[config.mk]
export PLATFORM = sky130hd
export DESIGN_NAME = key_cursor_input_tracker_top
export DESIGN_NICKNAME = d
export VERILOG_FILES = /design/src/rtl/core/kcit_pkg.sv /design/src/rtl/core/kcit_front.sv /design/src/rtl/core/kcit_queue.sv /design/src/rtl/core/kcit_back.sv /design/src/rtl/core/key_cursor_input_tracker_top.sv
export SDC_FILE = /design/constraint.sdc
export NUM_CORES = 1
export LEC_CHECK = 0
export ABC_AREA = 1
export CORE_MARGIN = 2
export CORE_UTILIZATION = 28
export DETAILED_ROUTE_END_ITERATION = 8
export DONT_BUFFER_PORTS = 1
export PLACE_DENSITY = 0.52
export SYNTH_ARGS = -nofsm -noshare
export SYNTH_HDL_FRONTEND = slang
export SYNTH_HIERARCHICAL = 1
export SYNTH_SLANG_ARGS = --single-unit
[constraint.sdc]
create_clock -name clk -period 7.6 [get_ports clk]
set_clock_uncertainty 0.05 [all_clocks]
set_input_delay 0.76 -clock clk [delete_from_list [all_inputs] [get_ports clk]]
set_output_delay 0.76 -clock clk [all_outputs]
set_load 0.02 [all_outputs]
[src/rtl/core/kcit_pkg.sv]
// ---------------------------------------------------------------------------
// kcit_pkg
// Types, constants and the key map of the key cursor input tracker.
// ---------------------------------------------------------------------------
package kcit_pkg;

    localparam int QUEUE_DEPTH = 2;
    localparam int MAP_SIZE    = 20;
    localparam int CFG_DATA_W  = 10;

    typedef enum logic [1:0] {
        OP_SCAN  = 2'd0,
        OP_TICK  = 2'd1,
        OP_CLEAR = 2'd2,
        OP_IDLE  = 2'd3
    } op_t;

    typedef enum logic [1:0] {
        CFG_X_LIMIT      = 2'd0,
        CFG_Y_LIMIT      = 2'd1,
        CFG_ACCEL_PERIOD = 2'd2,
        CFG_ACCEL_MAX    = 2'd3
    } cfg_idx_t;

    localparam logic [9:0] X_LIMIT_RST      = 10'd304;
    localparam logic [7:0] Y_LIMIT_RST      = 8'd184;
    localparam logic [7:0] ACCEL_PERIOD_RST = 8'd10;
    localparam logic [9:0] ACCEL_MAX_RST    = 10'd1023;

    localparam logic [7:0] ARROW_MASK = 8'h8F;
    localparam logic [6:0] MOD_MASK   = 7'h53;
    localparam int         MOD_BIT    = 6;

    localparam logic [6:0] MAP_CODE [MAP_SIZE] = '{
        7'h7C, 7'h7B, 7'h7A, 7'h79, 7'h77, 7'h7E, 7'h7D, 7'h29, 7'h4A, 7'h2B,
        7'h4E, 7'h48, 7'h50, 7'h4B, 7'h4D, 7'h39, 7'h53, 7'h1D, 7'h38, 7'h1C
    };
    localparam logic [7:0] MAP_ACT [MAP_SIZE] = '{
        8'h01, 8'h02, 8'h04, 8'h08, 8'h90, 8'h20, 8'h90, 8'h01, 8'h02, 8'h04,
        8'h08, 8'h01, 8'h02, 8'h04, 8'h08, 8'h90, 8'h50, 8'h41, 8'h42, 8'h90
    };

    typedef struct packed {
        logic       hit;
        logic [7:0] act;
    } key_hit_t;

    // Decoded request as it travels from front to back.
    typedef struct packed {
        op_t        op;
        logic       is_release;
        logic       hit;
        logic [7:0] act;
        logic [6:0] key;
    } cmd_t;

    typedef struct packed {
        logic empty;
        logic full;
    } q_stat_t;

    // Parallel compare; lowest matching entry wins.
    function automatic key_hit_t key_lookup(logic [6:0] code);
        key_hit_t r;
        r.hit = 1'b0;
        r.act = '0;
        for (int i = MAP_SIZE - 1; i >= 0; i--) begin
            if (MAP_CODE[i] == code) begin
                r.hit = 1'b1;
                r.act = MAP_ACT[i];
            end
        end
        return r;
    endfunction

endpackage

[src/rtl/core/kcit_front.sv]
// ---------------------------------------------------------------------------
// kcit_front
// Accepts requests, decodes scancodes against the key map, feeds the queue.
// ---------------------------------------------------------------------------
module kcit_front (
    input  logic             in_valid,
    output logic             in_stall,
    input  logic [1:0]       operation,
    input  logic [7:0]       scan_code,
    input  kcit_pkg::q_stat_t q_stat,
    output logic             push,
    output kcit_pkg::cmd_t   push_cmd
);

    kcit_pkg::key_hit_t look;

    assign look     = kcit_pkg::key_lookup(scan_code[6:0]);
    assign in_stall = q_stat.full;
    assign push     = in_valid && !q_stat.full;

    always_comb
    begin
        push_cmd.op         = kcit_pkg::op_t'(operation);
        push_cmd.is_release = scan_code[7];
        push_cmd.hit        = look.hit;
        push_cmd.act        = look.act;
        push_cmd.key        = scan_code[6:0];
    end

endmodule

[src/rtl/core/kcit_queue.sv]
// ---------------------------------------------------------------------------
// kcit_queue
// Short FIFO of decoded requests between front and back.
// ---------------------------------------------------------------------------
module kcit_queue #(
    parameter int DEPTH = kcit_pkg::QUEUE_DEPTH
) (
    input  logic              clk,
    input  logic              rst_n,
    input  logic              push,
    input  kcit_pkg::cmd_t    push_cmd,
    input  logic              pop,
    output kcit_pkg::cmd_t    pop_cmd,
    output kcit_pkg::q_stat_t stat
);

    localparam int PTR_W = (DEPTH > 1) ? $clog2(DEPTH) : 1;
    localparam int CNT_W = $clog2(DEPTH + 1);

    kcit_pkg::cmd_t   entry_reg [DEPTH];
    logic [PTR_W-1:0] wr_ptr_reg, wr_ptr_next;
    logic [PTR_W-1:0] rd_ptr_reg, rd_ptr_next;
    logic [CNT_W-1:0] count_reg,  count_next;

    function automatic logic [PTR_W-1:0] ptr_inc(logic [PTR_W-1:0] p);
        return (p == PTR_W'(DEPTH - 1)) ? '0 : p + PTR_W'(1);
    endfunction

    assign stat.empty = (count_reg == '0);
    assign stat.full  = (count_reg == CNT_W'(DEPTH));
    assign pop_cmd    = entry_reg[rd_ptr_reg];

    always_comb
    begin
        wr_ptr_next = push ? ptr_inc(wr_ptr_reg) : wr_ptr_reg;
        rd_ptr_next = pop  ? ptr_inc(rd_ptr_reg) : rd_ptr_reg;
        count_next  = count_reg;
        if (push && !pop)
        begin
            count_next = count_reg + CNT_W'(1);
        end
        else if (pop && !push)
        begin
            count_next = count_reg - CNT_W'(1);
        end
    end

    always_ff @(posedge clk or negedge rst_n)
    begin
        if (!rst_n)
        begin
            wr_ptr_reg <= '0;
            rd_ptr_reg <= '0;
            count_reg  <= '0;
        end
        else
        begin
            wr_ptr_reg <= wr_ptr_next;
            rd_ptr_reg <= rd_ptr_next;
            count_reg  <= count_next;
        end
    end

    always_ff @(posedge clk)
    begin
        if (push)
        begin
            entry_reg[wr_ptr_reg] <= push_cmd;
        end
    end

endmodule

[src/rtl/core/kcit_back.sv]
// ---------------------------------------------------------------------------
// kcit_back
// Executes decoded requests: key state, cursor motion, button tracking.
// ---------------------------------------------------------------------------
module kcit_back (
    input  logic              clk,
    input  logic              rst_n,
    input  logic              cfg_write,
    input  logic [1:0]        cfg_index,
    input  logic [kcit_pkg::CFG_DATA_W-1:0] cfg_data,
    input  kcit_pkg::q_stat_t q_stat,
    input  kcit_pkg::cmd_t    cmd,
    output logic              pop,
    output logic              out_valid,
    input  logic              out_stall,
    output logic [9:0]        cursor_x_out,
    output logic [7:0]        cursor_y_out,
    output logic [1:0]        buttons_out,
    output logic              right_flag,
    output logic [6:0]        last_key,
    output logic [6:0]        modifier_bits
);

    logic [9:0] x_limit_reg;
    logic [7:0] y_limit_reg;
    logic [7:0] accel_period_reg;
    logic [9:0] accel_max_reg;

    logic [7:0] arrow_reg,   arrow_next;
    logic [1:0] button_reg,  button_next;
    logic [6:0] special_reg, special_next;
    logic [6:0] held_reg,    held_next;
    logic [7:0] prev_dir_reg, prev_dir_next;
    logic [7:0] count_reg,   count_next;
    logic [9:0] step_reg,    step_next;
    logic [9:0] x_reg,       x_next;
    logic [7:0] y_reg,       y_next;
    logic [1:0] repeat_reg,  repeat_next;
    logic [1:0] shown_reg,   shown_next;
    logic       right_reg,   right_next;
    logic       out_valid_reg, out_valid_next;

    // State doubles as the output payload: it only moves on a pop,
    // and no pop happens while a shown result is stalled.
    assign pop           = !q_stat.empty && (!out_valid_reg || !out_stall);
    assign out_valid     = out_valid_reg;
    assign cursor_x_out  = x_reg;
    assign cursor_y_out  = y_reg;
    assign buttons_out   = shown_reg;
    assign right_flag    = right_reg;
    assign last_key      = held_reg;
    assign modifier_bits = special_reg;

    always_comb
    begin
        logic [7:0]  na;
        logic [7:0]  dir;
        logic [7:0]  cnt_inc;
        logic [9:0]  step_v;
        logic [9:0]  x_v;
        logic [7:0]  y_v;
        logic [10:0] x_sum;
        logic [10:0] y_sum;

        arrow_next    = arrow_reg;
        button_next   = button_reg;
        special_next  = special_reg;
        held_next     = held_reg;
        prev_dir_next = prev_dir_reg;
        count_next    = count_reg;
        step_next     = step_reg;
        x_next        = x_reg;
        y_next        = y_reg;
        repeat_next   = repeat_reg;
        shown_next    = shown_reg;
        right_next    = right_reg;

        na      = ~cmd.act;
        dir     = arrow_reg;
        cnt_inc = count_reg + 8'd1;
        step_v  = step_reg;
        x_v     = x_reg;
        y_v     = y_reg;
        x_sum   = '0;
        y_sum   = '0;

        if (pop)
        begin
            unique case (cmd.op)
                kcit_pkg::OP_SCAN:
                begin
                    held_next = cmd.key;
                    if (cmd.hit)
                    begin
                        if (cmd.is_release)
                        begin
                            held_next = '0;
                            if (!na[kcit_pkg::MOD_BIT])
                            begin
                                special_next = special_reg & na[6:0];
                            end
                            arrow_next  = arrow_reg & na & kcit_pkg::ARROW_MASK;
                            button_next = button_reg & na[5:4];
                        end
                        else if (cmd.act[kcit_pkg::MOD_BIT])
                        begin
                            special_next = (special_reg | cmd.act[6:0]) & kcit_pkg::MOD_MASK;
                        end
                        else
                        begin
                            arrow_next  = arrow_reg | (cmd.act & kcit_pkg::ARROW_MASK);
                            button_next = button_reg | cmd.act[5:4];
                        end
                    end
                    else if (cmd.is_release)
                    begin
                        held_next = '0;
                    end
                end
                kcit_pkg::OP_TICK:
                begin
                    // acceleration
                    if (dir != '0 && dir == prev_dir_reg)
                    begin
                        if (cnt_inc == accel_period_reg)
                        begin
                            count_next = '0;
                            if (step_reg < accel_max_reg)
                            begin
                                step_v = step_reg + 10'd1;
                            end
                        end
                        else
                        begin
                            count_next = cnt_inc;
                        end
                    end
                    else
                    begin
                        step_v     = 10'd1;
                        count_next = '0;
                    end
                    step_next     = step_v;
                    prev_dir_next = dir;

                    // right then left, down then up
                    if (dir[3])
                    begin
                        x_sum = {1'b0, x_v} + {1'b0, step_v};
                        x_v   = (x_sum >= {1'b0, x_limit_reg}) ? x_limit_reg : x_sum[9:0];
                    end
                    if (dir[2])
                    begin
                        x_v = (x_v > step_v) ? x_v - step_v : '0;
                    end
                    if (dir[1])
                    begin
                        y_sum = {3'b0, y_v} + {1'b0, step_v};
                        y_v   = (y_sum >= {3'b0, y_limit_reg}) ? y_limit_reg : y_sum[7:0];
                    end
                    if (dir[0])
                    begin
                        y_v = ({2'b0, y_v} > step_v) ? y_v - step_v[7:0] : '0;
                    end
                    x_next = x_v;
                    y_next = y_v;

                    // repeat suppression
                    if (button_reg != '0 && repeat_reg != '0)
                    begin
                        shown_next = '0;
                    end
                    else
                    begin
                        if (button_reg[1])
                        begin
                            right_next = 1'b1;
                        end
                        if (button_reg[0])
                        begin
                            right_next = 1'b0;
                        end
                        shown_next  = button_reg;
                        repeat_next = button_reg;
                    end
                end
                kcit_pkg::OP_CLEAR:
                begin
                    arrow_next  = '0;
                    button_next = '0;
                    repeat_next = '0;
                end
                kcit_pkg::OP_IDLE:
                begin
                end
                default:
                begin
                end
            endcase
        end
    end

    always_comb
    begin
        out_valid_next = out_valid_reg;
        if (pop)
        begin
            out_valid_next = 1'b1;
        end
        else if (!out_stall)
        begin
            out_valid_next = 1'b0;
        end
    end

    always_ff @(posedge clk or negedge rst_n)
    begin
        if (!rst_n)
        begin
            x_limit_reg      <= kcit_pkg::X_LIMIT_RST;
            y_limit_reg      <= kcit_pkg::Y_LIMIT_RST;
            accel_period_reg <= kcit_pkg::ACCEL_PERIOD_RST;
            accel_max_reg    <= kcit_pkg::ACCEL_MAX_RST;
        end
        else if (cfg_write)
        begin
            unique case (kcit_pkg::cfg_idx_t'(cfg_index))
                kcit_pkg::CFG_X_LIMIT:      x_limit_reg      <= cfg_data;
                kcit_pkg::CFG_Y_LIMIT:      y_limit_reg      <= cfg_data[7:0];
                kcit_pkg::CFG_ACCEL_PERIOD: accel_period_reg <= cfg_data[7:0];
                kcit_pkg::CFG_ACCEL_MAX:    accel_max_reg    <= cfg_data;
                default:
                begin
                end
            endcase
        end
    end

    always_ff @(posedge clk or negedge rst_n)
    begin
        if (!rst_n)
        begin
            arrow_reg     <= '0;
            button_reg    <= '0;
            special_reg   <= '0;
            held_reg      <= '0;
            prev_dir_reg  <= '0;
            count_reg     <= '0;
            step_reg      <= 10'd1;
            x_reg         <= '0;
            y_reg         <= '0;
            repeat_reg    <= '0;
            shown_reg     <= '0;
            right_reg     <= 1'b0;
            out_valid_reg <= 1'b0;
        end
        else
        begin
            arrow_reg     <= arrow_next;
            button_reg    <= button_next;
            special_reg   <= special_next;
            held_reg      <= held_next;
            prev_dir_reg  <= prev_dir_next;
            count_reg     <= count_next;
            step_reg      <= step_next;
            x_reg         <= x_next;
            y_reg         <= y_next;
            repeat_reg    <= repeat_next;
            shown_reg     <= shown_next;
            right_reg     <= right_next;
            out_valid_reg <= out_valid_next;
        end
    end

endmodule

[src/rtl/core/key_cursor_input_tracker_top.sv]
// ---------------------------------------------------------------------------
// key_cursor_input_tracker_top
// Keyboard scancode tracker with an accelerated, clamped cursor.
// ---------------------------------------------------------------------------
// Input channel (in_valid/in_stall): operation (scancode, tick, clear) and
// scan_code. Every request yields exactly one result on the output channel
// (out_valid/out_stall): cursor position, buttons, right flag, held key and
// modifier bits as they stand after that request.
// Throughput: one request per cycle while the output is not stalled. The
// front decodes the scancode against the key map and writes a small queue;
// the back applies one request per cycle from the queue unless a shown
// result is stalled, its state update being the loop that sets that rate.
// With the queue empty and no result waiting, an accepted request is queued,
// then popped into the back's state registers, raising out_valid. A stalled
// result holds its payload; the queue then fills and in_stall rises once it
// holds QUEUE_DEPTH requests. Reset clears key, button and cursor state,
// sets the step to one and loads the register defaults (x_limit 304, y_limit
// 184, period 10, max 1023). The user is to write registers only while
// idle, through cfg_write/cfg_index/cfg_data; the block does not enforce it.
// ---------------------------------------------------------------------------
module key_cursor_input_tracker_top #(
    parameter int QUEUE_DEPTH = kcit_pkg::QUEUE_DEPTH
) (
    input  logic       clk,
    input  logic       rst_n,
    input  logic       cfg_write,
    input  logic [1:0] cfg_index,
    input  logic [kcit_pkg::CFG_DATA_W-1:0] cfg_data,
    input  logic       in_valid,
    output logic       in_stall,
    input  logic [1:0] operation,
    input  logic [7:0] scan_code,
    output logic       out_valid,
    input  logic       out_stall,
    output logic [9:0] cursor_x_out,
    output logic [7:0] cursor_y_out,
    output logic [1:0] buttons_out,
    output logic       right_flag,
    output logic [6:0] last_key,
    output logic [6:0] modifier_bits
);

    kcit_pkg::q_stat_t q_stat;
    kcit_pkg::cmd_t    push_cmd;
    kcit_pkg::cmd_t    pop_cmd;
    logic              push;
    logic              pop;

    kcit_front u_front (
        .in_valid  (in_valid),
        .in_stall  (in_stall),
        .operation (operation),
        .scan_code (scan_code),
        .q_stat    (q_stat),
        .push      (push),
        .push_cmd  (push_cmd)
    );

    kcit_queue #(
        .DEPTH (QUEUE_DEPTH)
    ) u_queue (
        .clk      (clk),
        .rst_n    (rst_n),
        .push     (push),
        .push_cmd (push_cmd),
        .pop      (pop),
        .pop_cmd  (pop_cmd),
        .stat     (q_stat)
    );

    kcit_back u_back (
        .clk           (clk),
        .rst_n         (rst_n),
        .cfg_write     (cfg_write),
        .cfg_index     (cfg_index),
        .cfg_data      (cfg_data),
        .q_stat        (q_stat),
        .cmd           (pop_cmd),
        .pop           (pop),
        .out_valid     (out_valid),
        .out_stall     (out_stall),
        .cursor_x_out  (cursor_x_out),
        .cursor_y_out  (cursor_y_out),
        .buttons_out   (buttons_out),
        .right_flag    (right_flag),
        .last_key      (last_key),
        .modifier_bits (modifier_bits)
    );

endmodule

## Yosys cells after proc, flatten, opt, wreduce, memory -nomap -nowiden

Memories as Yosys holds them, arrays and structs flattened.
Index checks and enable logic that the tools add are counted.

| cells by class | value |
|---|---|
| $add $sub $neg | 10 |
| order comparisons | 5 |
| eq/ne operators | 33 |
| muxes and demuxes | 64 |
| bitwise operators | 8 |
| reductions and logical operators | 33 |

Operator list:

| cell | number |
|---|---|
| 9-bit 2-to-1 mux | 20 |
| 10-bit 2-to-1 mux | 11 |
| 7-bit equality test (first input constant) | 14 |
| 8-bit 2-to-1 mux | 11 |
| 6-bit by 7-bit equality test with 1-bit output (first input constant) | 4 |
| 7-bit 2-to-1 mux | 4 |
| 8-bit equality test | 2 |
| 8-bit one-hot mux with 2 select lines | 1 |
| 5-bit by 7-bit equality test with 1-bit output (first input constant) | 2 |
| 2-bit 2-to-1 mux | 7 |
| 2-bit AND reduction | 6 |
| 2-bit nonzero test | 6 |
| 10-bit by 10-bit adder with 11-bit output | 1 |
| 8-bit by 10-bit adder with 11-bit output | 1 |
| 11-bit by 10-bit greater-or-equal comparator with 1-bit output | 1 |
| 11-bit by 8-bit greater-or-equal comparator with 1-bit output | 1 |
| 10-bit by 1-bit adder with 10-bit output (second input constant) | 1 |
| 10-bit greater-than comparator | 1 |
| 8-bit by 10-bit greater-than comparator with 1-bit output | 1 |
| 10-bit < comparator | 1 |
| 10-bit subtractor | 1 |
| 8-bit by 1-bit adder with 8-bit output (second input constant) | 1 |
| 8-bit AND | 1 |
| 2-bit equality test (second input constant) | 4 |
| 25 further kinds | 50 |

| storage, ports and cells | value |
|---|---|
| flip-flop bits (word level) | 114 |
| bits in writable memories | 38 |
| input bits | 27 |
| output and inout bits | 37 |
| word-level logic and storage cells | 174 |
| memories | 1 |

Memories:

| memory | depth | width | rd ports | clocked after Yosys merged registers in | wr ports | RTL line | text |
|---|---|---|---|---|---|---|---|
| u_queue.entry_reg | 2 | 19 | 1 | 0 | 1 | kcit_queue.sv:20 | `kcit_pkg::cmd_t entry_reg [DEPTH];` |

## Longest topological paths before layout

Gate-level depths: netlist (run 1).

| logic depth | value |
|---|---|
| depth in word-level cells | 21 |
| gate-level depth with buffers | 50 |
| mapped depth without buffers | 50 |

## Modules after synthesis

The synthesis (run 1) kept the hierarchy.

Modules (own cells, without submodules):

| module | times used | cells each | area each (um^2) | sequential area each (um^2) |
|---|---|---|---|---|
| kcit_back | 1 | 1034 | 7682.4 | 2627.5 |
| kcit_queue | 1 | 84 | 1655.3 | 1241.2 |
| kcit_front | 1 | 99 | 457.9 | 0.0 |

## Worst setup path before layout (run 1)

Ideal clock, no wire load.

| timing | value |
|---|---|
| path type | register -> register |
| start | reg u_back.accel_max_reg[9] |
| end | reg u_back.x_reg[5] (netlist: u_back/cursor_x_out[5]) |
| library setup time | 121 ps |
| arrival time | 6593 ps |
| data required time | 7429 ps |
| path slack | 836 ps |
| stages on the path, launching flop included | 45 |
| buffers on the path | 0 |
| clock period less this slack | 6764 ps |
| cell sequence | dfstp_2 inv_1 ha_1 a21o_1 nor2_1 nand2_1 nor2_1 nand4_4 o211ai_1 inv_1 fa_1 nand3_1 nand2_1 nand2_1 nand2_1 a21oi_1 xor2_1 inv_1 (+9 left out) nand3_1 o21ai_0 inv_1 ha_1 inv_1 fa_1 inv_1 nor2_1 a211oi_1 nor3_1 nor3_1 nor2_1 nor2_1 nand2_1 nand2_1 inv_1 a32oi_1 nand2_1 |

| between the ends | value |
|---|---|
| cells in the longest elaborated chain, start to end | 15 |
| elaborated cells between the ends (all ways) | 16 |
| those cells by class | add/sub (2); order compare (3); mux (11) |

Ends and longest elaborated chain:

| element | RTL line | text |
|---|---|---|
| start, declared | kcit_back.sv:27 | `logic [9:0] accel_max_reg;` |
| start signal, assigned | kcit_back.sv:223 | `accel_max_reg <= kcit_pkg::ACCEL_MAX_RST;` |
| start signal, assigned | kcit_back.sv:231 | `kcit_pkg::CFG_ACCEL_MAX: accel_max_reg <= cfg_data;` |
| 10-bit < comparator * | kcit_back.sv:128 | `if (step_reg < accel_max_reg)` |
| 10-bit 2-to-1 mux * | kcit_back.sv:128 |  |
| 10-bit 2-to-1 mux * | kcit_back.sv:125 | `if (cnt_inc == accel_period_reg)` |
| 10-bit 2-to-1 mux * | kcit_back.sv:123 | `if (dir != '0 && dir == prev_dir_reg)` |
| 10-bit 2-to-1 mux * | kcit_back.sv:89 | `unique case (cmd.op)` |
| 10-bit 2-to-1 mux * | kcit_back.sv:87 | `if (pop)` |
| 10-bit by 10-bit adder with 11-bit output | kcit_back.sv:149 | `x_sum = {1'b0, x_v} + {1'b0, step_v};` |
| 11-bit by 10-bit greater-or-equal comparator with 1-bit output | kcit_back.sv:150 | `x_v = (x_sum >= {1'b0, x_limit_reg}) ? x_limit_reg : x_sum[9:0];` |
| 10-bit 2-to-1 mux | kcit_back.sv:150 |  |
| 10-bit 2-to-1 mux | kcit_back.sv:147 | `if (dir[3])` |
| 10-bit 2-to-1 mux | kcit_back.sv:89 |  |
| 10-bit 2-to-1 mux | kcit_back.sv:87 |  |
| 10-bit subtractor or 10-bit greater-than comparator (tied branches) | kcit_back.sv:154 | `x_v = (x_v > step_v) ? x_v - step_v : '0;` |
| 10-bit 2-to-1 mux | kcit_back.sv:154 |  |
| 10-bit 2-to-1 mux * | kcit_back.sv:152 | `if (dir[2])` |
| end signal, assigned | kcit_back.sv:266 | `x_reg <= x_next;` |
| end, declared | kcit_back.sv:36 | `logic [9:0] x_reg, x_next;` |

Every way passes the cells marked *; elsewhere a longest branch is shown, timed or not. The select of a mux whose other input is x is not followed.
A chain may end at the register's enable or synchronous reset.

## Final worst setup path (run 1)

| timing | value |
|---|---|
| start | reg u_back.accel_max_reg[9] |
| end | reg u_back.y_reg[7] (netlist: u_back/cursor_y_out[7]) |

| between the ends | value |
|---|---|
| cells in the longest elaborated chain, start to end | 15 |
| elaborated cells between the ends (all ways) | 16 |
| those cells by class | add/sub (2); order compare (3); mux (11) |

Ends and longest elaborated chain:

| element | RTL line | text |
|---|---|---|
| 10-bit < comparator * | kcit_back.sv:128 |  |
| 10-bit 2-to-1 mux * | kcit_back.sv:128 |  |
| 10-bit 2-to-1 mux * | kcit_back.sv:125 |  |
| 10-bit 2-to-1 mux * | kcit_back.sv:123 |  |
| 10-bit 2-to-1 mux * | kcit_back.sv:89 |  |
| 10-bit 2-to-1 mux * | kcit_back.sv:87 |  |
| 8-bit by 10-bit adder with 11-bit output | kcit_back.sv:158 | `y_sum = {3'b0, y_v} + {1'b0, step_v};` |
| 11-bit by 8-bit greater-or-equal comparator with 1-bit output | kcit_back.sv:159 | `y_v = (y_sum >= {3'b0, y_limit_reg}) ? y_limit_reg : y_sum[7:0];` |
| 8-bit 2-to-1 mux | kcit_back.sv:159 |  |
| 8-bit 2-to-1 mux | kcit_back.sv:156 | `if (dir[1])` |
| 8-bit 2-to-1 mux | kcit_back.sv:89 |  |
| 8-bit 2-to-1 mux | kcit_back.sv:87 |  |
| 8-bit subtractor or 8-bit by 10-bit greater-than comparator with 1-bit output (tied branches) | kcit_back.sv:163 | `y_v = ({2'b0, y_v} > step_v) ? y_v - step_v[7:0] : '0;` |
| 8-bit 2-to-1 mux | kcit_back.sv:163 |  |
| 8-bit 2-to-1 mux * | kcit_back.sv:161 | `if (dir[0])` |
| end signal, assigned | kcit_back.sv:267 | `y_reg <= y_next;` |
| end, declared | kcit_back.sv:37 | `logic [7:0] y_reg, y_next;` |

Marks and branches as above.

==> impl_metrics.prom, run 1 <==
# TYPE chip_impl_metric gauge
chip_impl_info{name="run_status",value="complete, no violations"} 1
chip_impl_metric{name="drv.max_cap_violation_count",unit=""} 0
chip_impl_metric{name="num_io_pins",unit=""} 64
chip_impl_metric{name="detailed_place.area",unit="sq um"} 10290
chip_impl_metric{name="insertedDiodeCount",unit=""} 0
chip_impl_metric{name="synth_fa_ha_area_frac",unit=""} 0.09248
chip_impl_metric{name="die-area",unit="sq um"} 36500
chip_impl_metric{name="total_number_of_placement_rows",unit=""} 68
chip_impl_metric{name="met1Wirelength",unit="microns"} 12320
chip_impl_info{name="top_cells_by_area_synth",value="sky130_fd_sc_hd__dfrtp_1, sky130_fd_sc_hd__edfxtp_1, sky130_fd_sc_hd__nand2_1"} 1
chip_impl_metric{name="synth.area.mux_share",unit=""} 0.02912
chip_impl_metric{name="seqCellArea",unit="sq um"} 3869
chip_impl_info{name="synth_top_cells_by_count",value="sky130_fd_sc_hd__nand2_1, sky130_fd_sc_hd__inv_1, sky130_fd_sc_hd__nor2_1"} 1
chip_impl_info{name="setup.worst_path.start_class",value="flip-flop"} 1
chip_impl_metric{name="total_switching_power",unit="uW"} 1725
chip_impl_metric{name="layout_min_cycle_time",unit="ps"} 6860
chip_impl_metric{name="post-route-util",unit=""} 0.3177
chip_impl_metric{name="max_stage_delay",unit="ps"} 530
chip_impl_metric{name="power.total",unit="uW"} 3921
chip_impl_metric{name="die_outline_width",unit="microns"} 191.0
chip_impl_metric{name="worst_ep_arrival_time",unit="ps"} 7140
chip_impl_info{name="critical_path.reg2reg.endpoint",value="u_back/cursor_y_out[7]"} 1
chip_impl_metric{name="final.period_utilization",unit=""} 0.9026
chip_impl_metric{name="yosys.cell_types.count",unit=""} 58
chip_impl_info{name="yosys.area.top_type",value="sky130_fd_sc_hd__dfrtp_1"} 1
chip_impl_metric{name="sequentialPowerShare",unit=""} 0.327
chip_impl_metric{name="worst_slew_margin_rel",unit=""} 0.2269
chip_impl_metric{name="rr_worst_depth",unit=""} 45
chip_impl_metric{name="initial_utilization",unit=""} 0.2843
chip_impl_metric{name="syn_inst",unit=""} 1217
chip_impl_metric{name="avg_synthesized_cell_area",unit="sq um"} 8.049
chip_impl_metric{name="worst_slew_pin_slew",unit="ps"} 1158
chip_impl_metric{name="antenna_found_initial",unit=""} 0
chip_impl_metric{name="drtIter0Drc",unit=""} 523
chip_impl_metric{name="synth.cell_area",unit="sq um"} 9796
chip_impl_metric{name="p_int",unit="uW"} 2196
chip_impl_metric{name="vdd.ir_drop.worst",unit="mV"} 0.1624
chip_impl_metric{name="share_clk_of_total_power",unit=""} 0.217
chip_impl_metric{name="multi_input_comb_area",unit="sq um"} 5122
chip_impl_metric{name="reg2reg_setup_slack",unit="ps"} 740
chip_impl_metric{name="post-synth-top-area-fraction",unit=""} 0.2248
chip_impl_metric{name="combinationalPowerShare",unit=""} 0.456
chip_impl_metric{name="via_count_of_the_first_global_routing_pass",unit=""} 7929
chip_impl_metric{name="layout.nets",unit=""} 1315
chip_impl_metric{name="timing.final.setup_violations",unit=""} 0
chip_impl_metric{name="finalInstanceArea",unit="sq um"} 10950
chip_impl_metric{name="cts_buffers",unit=""} 17
chip_impl_metric{name="synth-edff-count",unit=""} 38
chip_impl_metric{name="chip_height",unit="microns"} 191.0
chip_impl_metric{name="detail_route.wirelength",unit="microns"} 26780
chip_impl_info{name="yosysMostFrequentCell",value="sky130_fd_sc_hd__nand2_1"} 1
chip_impl_info{name="critical_path.most_common_cell",value="sky130_fd_sc_hd__nand2_1"} 1
chip_impl_metric{name="hold_viol_final",unit=""} 0
chip_impl_info{name="critical_path.slowest_cell",value="sky130_fd_sc_hd__dfstp_2"} 1
chip_impl_info{name="unrepaired_setup_endpoints_after_global_routing",value="true"} 1
chip_impl_metric{name="placeableCoreArea",unit="sq um"} 34460
chip_impl_metric{name="largest_register_ffs",unit=""} 38
chip_impl_info{name="combinational_family_with_the_most_area_after_synthesis",value="simple AND/OR/NAND/NOR gates"} 1
chip_impl_metric{name="cts.reportedPaths.clkPinSlew",unit="ps"} 70
chip_impl_metric{name="detail_route.drc_violations",unit=""} 0
chip_impl_metric{name="compound_gate_portion_of_the_synthesized_area",unit=""} 0.1147
chip_impl_metric{name="async_flop_share",unit=""} 0.7397
chip_impl_metric{name="synth_sequential_area_ratio",unit=""} 0.3949
chip_impl_metric{name="place_hpwl",unit="microns"} 19980
chip_impl_metric{name="cts_max_path_buffers",unit=""} 2
chip_impl_metric{name="viasPerCell",unit=""} 4.733
chip_impl_metric{name="worst_skew_pair.late_latency",unit="ps"} 440
chip_impl_metric{name="sw_frac_of_total",unit=""} 0.4399
chip_impl_metric{name="layout-drive-gt1-share",unit=""} 0.1251
chip_impl_info{name="postSynth.topFlopCell",value="sky130_fd_sc_hd__dfrtp_1"} 1
chip_impl_metric{name="pwr_density_cell",unit="nW/um^2"} 358.1
chip_impl_metric{name="synth_xor_xnor_area_share",unit=""} 0.02951
chip_impl_info{name="worstHoldPathType",value="input pin to async pin"} 1
chip_impl_metric{name="cp_max_fo",unit=""} 9
chip_impl_metric{name="grt_first_pass_wirelength",unit="microns"} 43490
chip_impl_metric{name="leakagePower",unit="uW"} 0.005307
chip_impl_metric{name="vias",unit=""} 7980
chip_impl_metric{name="io_buffers",unit=""} 0
chip_impl_metric{name="met2WireLength",unit="microns"} 12380
chip_impl_metric{name="final_wtd_congestion",unit=""} 0.8531
chip_impl_metric{name="cp.required",unit="ps"} 7880
chip_impl_metric{name="timing.final.max_slew_violations",unit=""} 0
chip_impl_metric{name="tns",unit="ps"} 0
chip_impl_metric{name="met3RoutedLength",unit="microns"} 1386
chip_impl_metric{name="final_antenna_net_count",unit=""} 0
chip_impl_metric{name="ctsHtreeMaxLevel",unit=""} 4
chip_impl_metric{name="synth-simple-area-share",unit=""} 0.2532
chip_impl_metric{name="detailedRoute.firstPassIterationCount",unit=""} 6
chip_impl_info{name="critical_path_class",value="flip-flop to flip-flop"} 1
chip_impl_metric{name="final.fill_count",unit=""} 3648
chip_impl_metric{name="ys_seq_elements",unit=""} 146
chip_impl_info{name="rr_startpoint",value="u_back/accel_max_reg[9]"} 1
chip_impl_metric{name="fmax",unit="GHz"} 0.1458
chip_impl_metric{name="yosys_synthesis_warning_count",unit=""} 6
chip_impl_metric{name="route.detailed.wl_per_inst",unit="microns"} 15.88
chip_impl_metric{name="area_delta_synth_final",unit="%"} 11.76
chip_impl_metric{name="overflow",unit=""} 0
chip_impl_metric{name="grt_start_max_net_pins",unit=""} 89
chip_impl_info{name="routed.top_layer",value="met4"} 1
chip_impl_metric{name="clkSinkCount",unit=""} 146
chip_impl_metric{name="syn-num-nets",unit=""} 1314
chip_impl_info{name="cts-root-buf",value="sky130_fd_sc_hd__clkbuf_16"} 1
chip_impl_info{name="critical_path.endpoint_type",value="flip-flop"} 1
chip_impl_info{name="tritoncts",value="built"} 1
chip_impl_metric{name="gr-usage-all-layers",unit=""} 0.1545
how the worst max path moves through the flow:
stage	from	end	slack (ps)	cells after the start
floorplan	u_back/accel_max_reg[9]	u_back/cursor_x_out[5]	840	44
global placement	u_back/accel_max_reg[9]	u_back/cursor_y_out[5]	580	42
detailed placement	u_back/accel_max_reg[5]	u_back/cursor_x_out[5]	480	49
CTS	u_back/accel_max_reg[9]	u_back/cursor_x_out[5]	430	46
global route	u_back/accel_max_reg[9]	u_back/cursor_x_out[5]	-30	47
finish	u_back/accel_max_reg[9]	u_back/cursor_y_out[7]	740	45
per-stage QoR:
stage                     setup WS, ps  cells  hold slack [ps]
after global routing            -30.69   1686            83.70
final                            740.1   1686            114.0
after detailed placement         478.3   1651            414.6
after CTS                        428.4   1684            84.74
after floorplan                  835.9   1217            392.6
after global placement           584.8   1651            409.7
cells by family after synthesis:
group,count (synthesis)
AND/OR/NAND/NOR,544
flip-flops,146
adder cells (fa/ha/maj),70
XOR/XNOR,33
AO/OA/AOI/OAI,198
buffers and inverters,207
multiplexers,19
critical path: cells and delay by family, from the launching register on:
family                     cells  cell delay, ps
buffers and inverters          8             840
DFF                            1             530
AOI/OAI and AO/OA             11            1680
and+or+nand+nor               20            1990
xor gates and xnor gates       2             310
adders and majority gates      4            1360
power by group through the flow:
stage	logic [uW]	registers [uW]	clock network, uW
final	1790	1280	852
after detailed placement	1740	1300	0
after floorplan	1370	1220	0
after global placement	1730	1300	0
after global routing	2050	1310	911
after CTS	1760	1290	879
cell type report:
| type | instances | area share |
|---|---|---|
| multi-input combinational | 864 | 0.4679 |
| sequential | 146 | 0.3534 |
| inverter | 170 | 0.05840 |
| tap | 455 | 0.05200 |
| clock buffer | 19 | 0.04343 |
| timing repair buffer | 19 | 0.01486 |
| clock inverter | 13 | 0.01006 |
layout by cell type (no fill, tap or decap), types with 6 or more instances in the layout:
master,Yosys,layout
sky130_fd_sc_hd__nand2_1,279,277
sky130_fd_sc_hd__xnor2_1,11,11
sky130_fd_sc_hd__dfstp_2,20,20
sky130_fd_sc_hd__nand2_2,16,18
sky130_fd_sc_hd__nor2_1,93,91
sky130_fd_sc_hd__nor2_2,8,9
sky130_fd_sc_hd__nand3_1,82,81
sky130_fd_sc_hd__or2_2,7,7
sky130_fd_sc_hd__nand3_2,8,9
sky130_fd_sc_hd__nor3_1,7,6
sky130_fd_sc_hd__xor2_1,22,22
sky130_fd_sc_hd__buf_4,12,18
sky130_fd_sc_hd__clkbuf_16,0,19
sky130_fd_sc_hd__o22ai_1,6,6
sky130_fd_sc_hd__a31oi_1,11,11
sky130_fd_sc_hd__a21oi_1,58,57
sky130_fd_sc_hd__nand3b_1,10,10
sky130_fd_sc_hd__ha_1,66,66
sky130_fd_sc_hd__o21ai_0,88,87
sky130_fd_sc_hd__edfxtp_1,38,38
sky130_fd_sc_hd__mux2_4,19,19
sky130_fd_sc_hd__dfrtp_1,88,88
sky130_fd_sc_hd__inv_1,165,165
sky130_fd_sc_hd__nand4_1,17,17
metal layers:
layer / global-route usage / vias to the layer above
li1: - / 4031
met1: 0.1968 / 3720
met2: 0.2549 / 187
met3: 0.03672 / 42
met4: 0.05397 / 0
met5: 0 / -
timing repair:
action / 4_1_cts / 5_1_grt
hold buffers: 1 / 0
gates resized for setup: 0 / 9
buffers inserted: 0 / 2
hold endpoints to repair: 88 / 0
setup endpoints to repair: 0 / 18
Note: power is estimated with default switching activity, not from simulation.
==> run 2, diff against run 1 <==
--- a/config.mk
+++ b/config.mk
@@ -7,10 +7,10 @@
 export LEC_CHECK = 0
 export ABC_AREA = 1
 export CORE_MARGIN = 2
-export CORE_UTILIZATION = 28
+export CORE_UTILIZATION = 65
 export DETAILED_ROUTE_END_ITERATION = 8
 export DONT_BUFFER_PORTS = 1
-export PLACE_DENSITY = 0.52
+export PLACE_DENSITY = 0.92
 export SYNTH_ARGS = -nofsm -noshare
 export SYNTH_HDL_FRONTEND = slang
 export SYNTH_HIERARCHICAL = 1
==> impl_metrics.prom, run 2 (synthesized netlist as in run 1, its figures left out) <==
# TYPE chip_impl_metric gauge
chip_impl_metric{name="vias",unit=""} 8625
chip_impl_info{name="critical_path.endpoint_type",value="flip-flop"} 1
chip_impl_metric{name="total_number_of_placement_rows",unit=""} 44
chip_impl_metric{name="chip_height",unit="microns"} 126.8
chip_impl_metric{name="post-route-util",unit=""} 0.7271
chip_impl_metric{name="die_outline_width",unit="microns"} 126.8
chip_impl_info{name="routed.top_layer",value="met4"} 1
chip_impl_metric{name="hold_viol_final",unit=""} 0
chip_impl_metric{name="route.detailed.wl_per_inst",unit="microns"} 17.58
chip_impl_metric{name="total_switching_power",unit="uW"} 1707
chip_impl_metric{name="io_buffers",unit=""} 0
chip_impl_metric{name="sw_frac_of_total",unit=""} 0.4276
chip_impl_info{name="critical_path_class",value="flip-flop to flip-flop"} 1
chip_impl_metric{name="detail_route.wirelength",unit="microns"} 24820
chip_impl_info{name="critical_path.most_common_cell",value="sky130_fd_sc_hd__inv_1"} 1
chip_impl_info{name="run_status",value="complete, no violations"} 1
chip_impl_metric{name="leakagePower",unit="uW"} 0.005310
chip_impl_info{name="critical_path.reg2reg.endpoint",value="u_back/cursor_x_out[5]"} 1
chip_impl_metric{name="layout.nets",unit=""} 1312
chip_impl_metric{name="cp.required",unit="ps"} 7870
chip_impl_metric{name="largest_register_ffs",unit=""} 38
chip_impl_metric{name="placeableCoreArea",unit="sq um"} 14640
chip_impl_metric{name="timing.final.setup_violations",unit=""} 0
chip_impl_metric{name="timing.final.max_slew_violations",unit=""} 0
chip_impl_metric{name="grt_start_max_net_pins",unit=""} 89
chip_impl_metric{name="pwr_density_cell",unit="nW/um^2"} 375.0
chip_impl_metric{name="rr_worst_depth",unit=""} 46
chip_impl_metric{name="layout-drive-gt1-share",unit=""} 0.1230
chip_impl_info{name="most_common_library_cell_in_the_layout_ignoring_fill_and_taps",value="sky130_fd_sc_hd__nand2_1"} 1
chip_impl_info{name="setup.worst_path.start_class",value="flip-flop"} 1
chip_impl_metric{name="viasPerCell",unit=""} 6.108
chip_impl_metric{name="detail_route.drc_violations",unit=""} 0
chip_impl_metric{name="cp_max_fo",unit=""} 10
chip_impl_metric{name="antenna_found_initial",unit=""} 0
chip_impl_metric{name="overflow",unit=""} 0
chip_impl_metric{name="die-area",unit="sq um"} 16070
chip_impl_info{name="cts-root-buf",value="sky130_fd_sc_hd__clkbuf_16"} 1
chip_impl_info{name="most-common-layout-cells",value="sky130_fd_sc_hd__nand2_1, sky130_fd_sc_hd__inv_1, sky130_fd_sc_hd__nor2_1, sky130_fd_sc_hd__dfrtp_1, sky130_fd_sc_hd__o21ai_0"} 1
chip_impl_metric{name="tns",unit="ps"} 0
chip_impl_metric{name="met3RoutedLength",unit="microns"} 2093
chip_impl_metric{name="combinationalPowerShare",unit=""} 0.456
chip_impl_info{name="critical_path.slowest_cell",value="sky130_fd_sc_hd__dfstp_2"} 1
chip_impl_info{name="tritoncts",value="built"} 1
chip_impl_metric{name="sequentialPowerShare",unit=""} 0.319
chip_impl_metric{name="initial_utilization",unit=""} 0.6689
chip_impl_metric{name="clkSinkCount",unit=""} 146
chip_impl_metric{name="drtIter0Drc",unit=""} 836
chip_impl_metric{name="worst_ep_arrival_time",unit="ps"} 7340
chip_impl_metric{name="num_io_pins",unit=""} 64
chip_impl_metric{name="cts.reportedPaths.clkPinSlew",unit="ps"} 60
chip_impl_metric{name="worst_skew_pair.late_latency",unit="ps"} 430
chip_impl_metric{name="final.period_utilization",unit=""} 0.9306
chip_impl_metric{name="cts_max_path_buffers",unit=""} 2
chip_impl_metric{name="drv.max_cap_violation_count",unit=""} 0
chip_impl_metric{name="gr-usage-all-layers",unit=""} 0.3140
chip_impl_metric{name="met1Wirelength",unit="microns"} 9447
chip_impl_metric{name="ctsHtreeMaxLevel",unit=""} 4
chip_impl_metric{name="grt_first_pass_wirelength",unit="microns"} 39850
chip_impl_metric{name="final.setup.worst_slack",unit="ps"} 527.4
chip_impl_metric{name="place_hpwl",unit="microns"} 17770
chip_impl_metric{name="worst_slew_margin_rel",unit=""} 0.4761
chip_impl_metric{name="final_wtd_congestion",unit=""} 0.9841
chip_impl_metric{name="via_count_of_the_first_global_routing_pass",unit=""} 8290
chip_impl_metric{name="final_antenna_net_count",unit=""} 0
chip_impl_metric{name="p_int",unit="uW"} 2285
chip_impl_metric{name="area_delta_synth_final",unit="%"} 8.698
chip_impl_info{name="rr_startpoint",value="u_back/accel_max_reg[9]"} 1
chip_impl_metric{name="detailedRoute.firstPassIterationCount",unit=""} 7
chip_impl_info{name="worstHoldPathType",value="input pin to async pin"} 1
chip_impl_metric{name="max_stage_delay",unit="ps"} 530
chip_impl_metric{name="reg2reg_setup_slack",unit="ps"} 530
chip_impl_metric{name="layout_min_cycle_time",unit="ps"} 7073
chip_impl_metric{name="met2WireLength",unit="microns"} 11990
chip_impl_metric{name="insertedDiodeCount",unit=""} 0
chip_impl_metric{name="place_worst_setup_slack",unit="ps"} 300.0
chip_impl_metric{name="fmax",unit="GHz"} 0.1414
chip_impl_metric{name="cts_buffers",unit=""} 17
chip_impl_metric{name="share_clk_of_total_power",unit=""} 0.225
chip_impl_metric{name="vdd.ir_drop.worst",unit="mV"} 0.3004
chip_impl_metric{name="worst_slew_pin_slew",unit="ps"} 785.0
==> run 2: changes by cell type in the layout (fill, tap and decap cells not counted), sizes merged <==
| cell | before | now |
|---|---|---|
| buf | 19 | 16 |
| bufinv | 0 | 4 |
| clkbuf | 19 | 18 |
| clkinv | 7 | 6 |
| clkinvlp | 0 | 1 |
| inv | 176 | 173 |
==> run 2: power by group through the flow <==
stage               logic (uW)  registers (uW)  clock network, uW
finish                    1820            1280                898
detailed placement        1690            1280                  0
CTS                       1730            1270                911
global route              2020            1290                944
global placement          1630            1270                  0
floorplan                 1370            1220                  0
==> run 2: area by class of cell <==
type,instances,area [sq um]
clock inverters,14,202.7
repair buffers,16,140.1
flip-flops and latches,146,3869
clock buffers,18,429.2
well taps,184,230.2
multi-input cells,864,5137
fillers,1042,3996
inverters,170,639.4
==> run 2: worst max-delay path by stage <==
stage / start / to / slack (ps) / cells past startpoint
finish: u_back/accel_max_reg[9] / u_back/cursor_x_out[5] / 530 / 46
global route: u_back/accel_max_reg[9] / u_back/cursor_x_out[5] / -60 / 48
CTS: u_back/accel_max_reg[9] / u_back/cursor_y_out[5] / 280 / 41
detailed placement: u_back/accel_max_reg[9] / u_back/cursor_y_out[5] / 300 / 39
global placement: u_back/accel_max_reg[9] / u_back/cursor_y_out[5] / 490 / 39
floorplan: u_back/accel_max_reg[9] / u_back/cursor_x_out[5] / 840 / 44
==> run 2: worst max-delay path, delay by kind of cell (launching register included) <==
kind / cells / cell delay, ps
AND/OR/NAND/NOR: 20 / 2140
adder cells (fa/ha/maj): 5 / 1520
AO/OA/AOI/OAI: 9 / 1410
buffers and inverters: 11 / 1110
flip-flops: 1 / 530
XOR/XNOR: 1 / 200
==> run 2: metal layers <==
metal / vias to the layer above / GRT usage
li1: 4028 / -
met1: 4013 / 0.3790
met2: 460 / 0.5345
met3: 124 / 0.06242
met4: 0 / 0.1661
met5: - / 0
==> run 2: metrics by stage <==
stage | hold slack [ps] | cells | total power, uW | area (sq um)
2_1_floorplan | 392.6 | 1217 | 2599 | 9796
3_3_place_gp | 406.7 | 1375 | 2906 | 9907
6_report | 120.1 | 1412 | 3993 | 10650
3_5_place_dp | 409.2 | 1375 | 2976 | 9907
4_1_cts | 110.7 | 1408 | 3915 | 10570
5_1_grt | 102.8 | 1412 | 4260 | 10650
==> run 2: timing repair <==
item / 4_1_cts / 5_1_grt
hold endpoints to repair: 88 / 0
endpoints found under the setup margin: 0 / 18
buffers inserted: 0 / 4
gates resized for setup: 0 / 14
hold buffers: 1 / 0
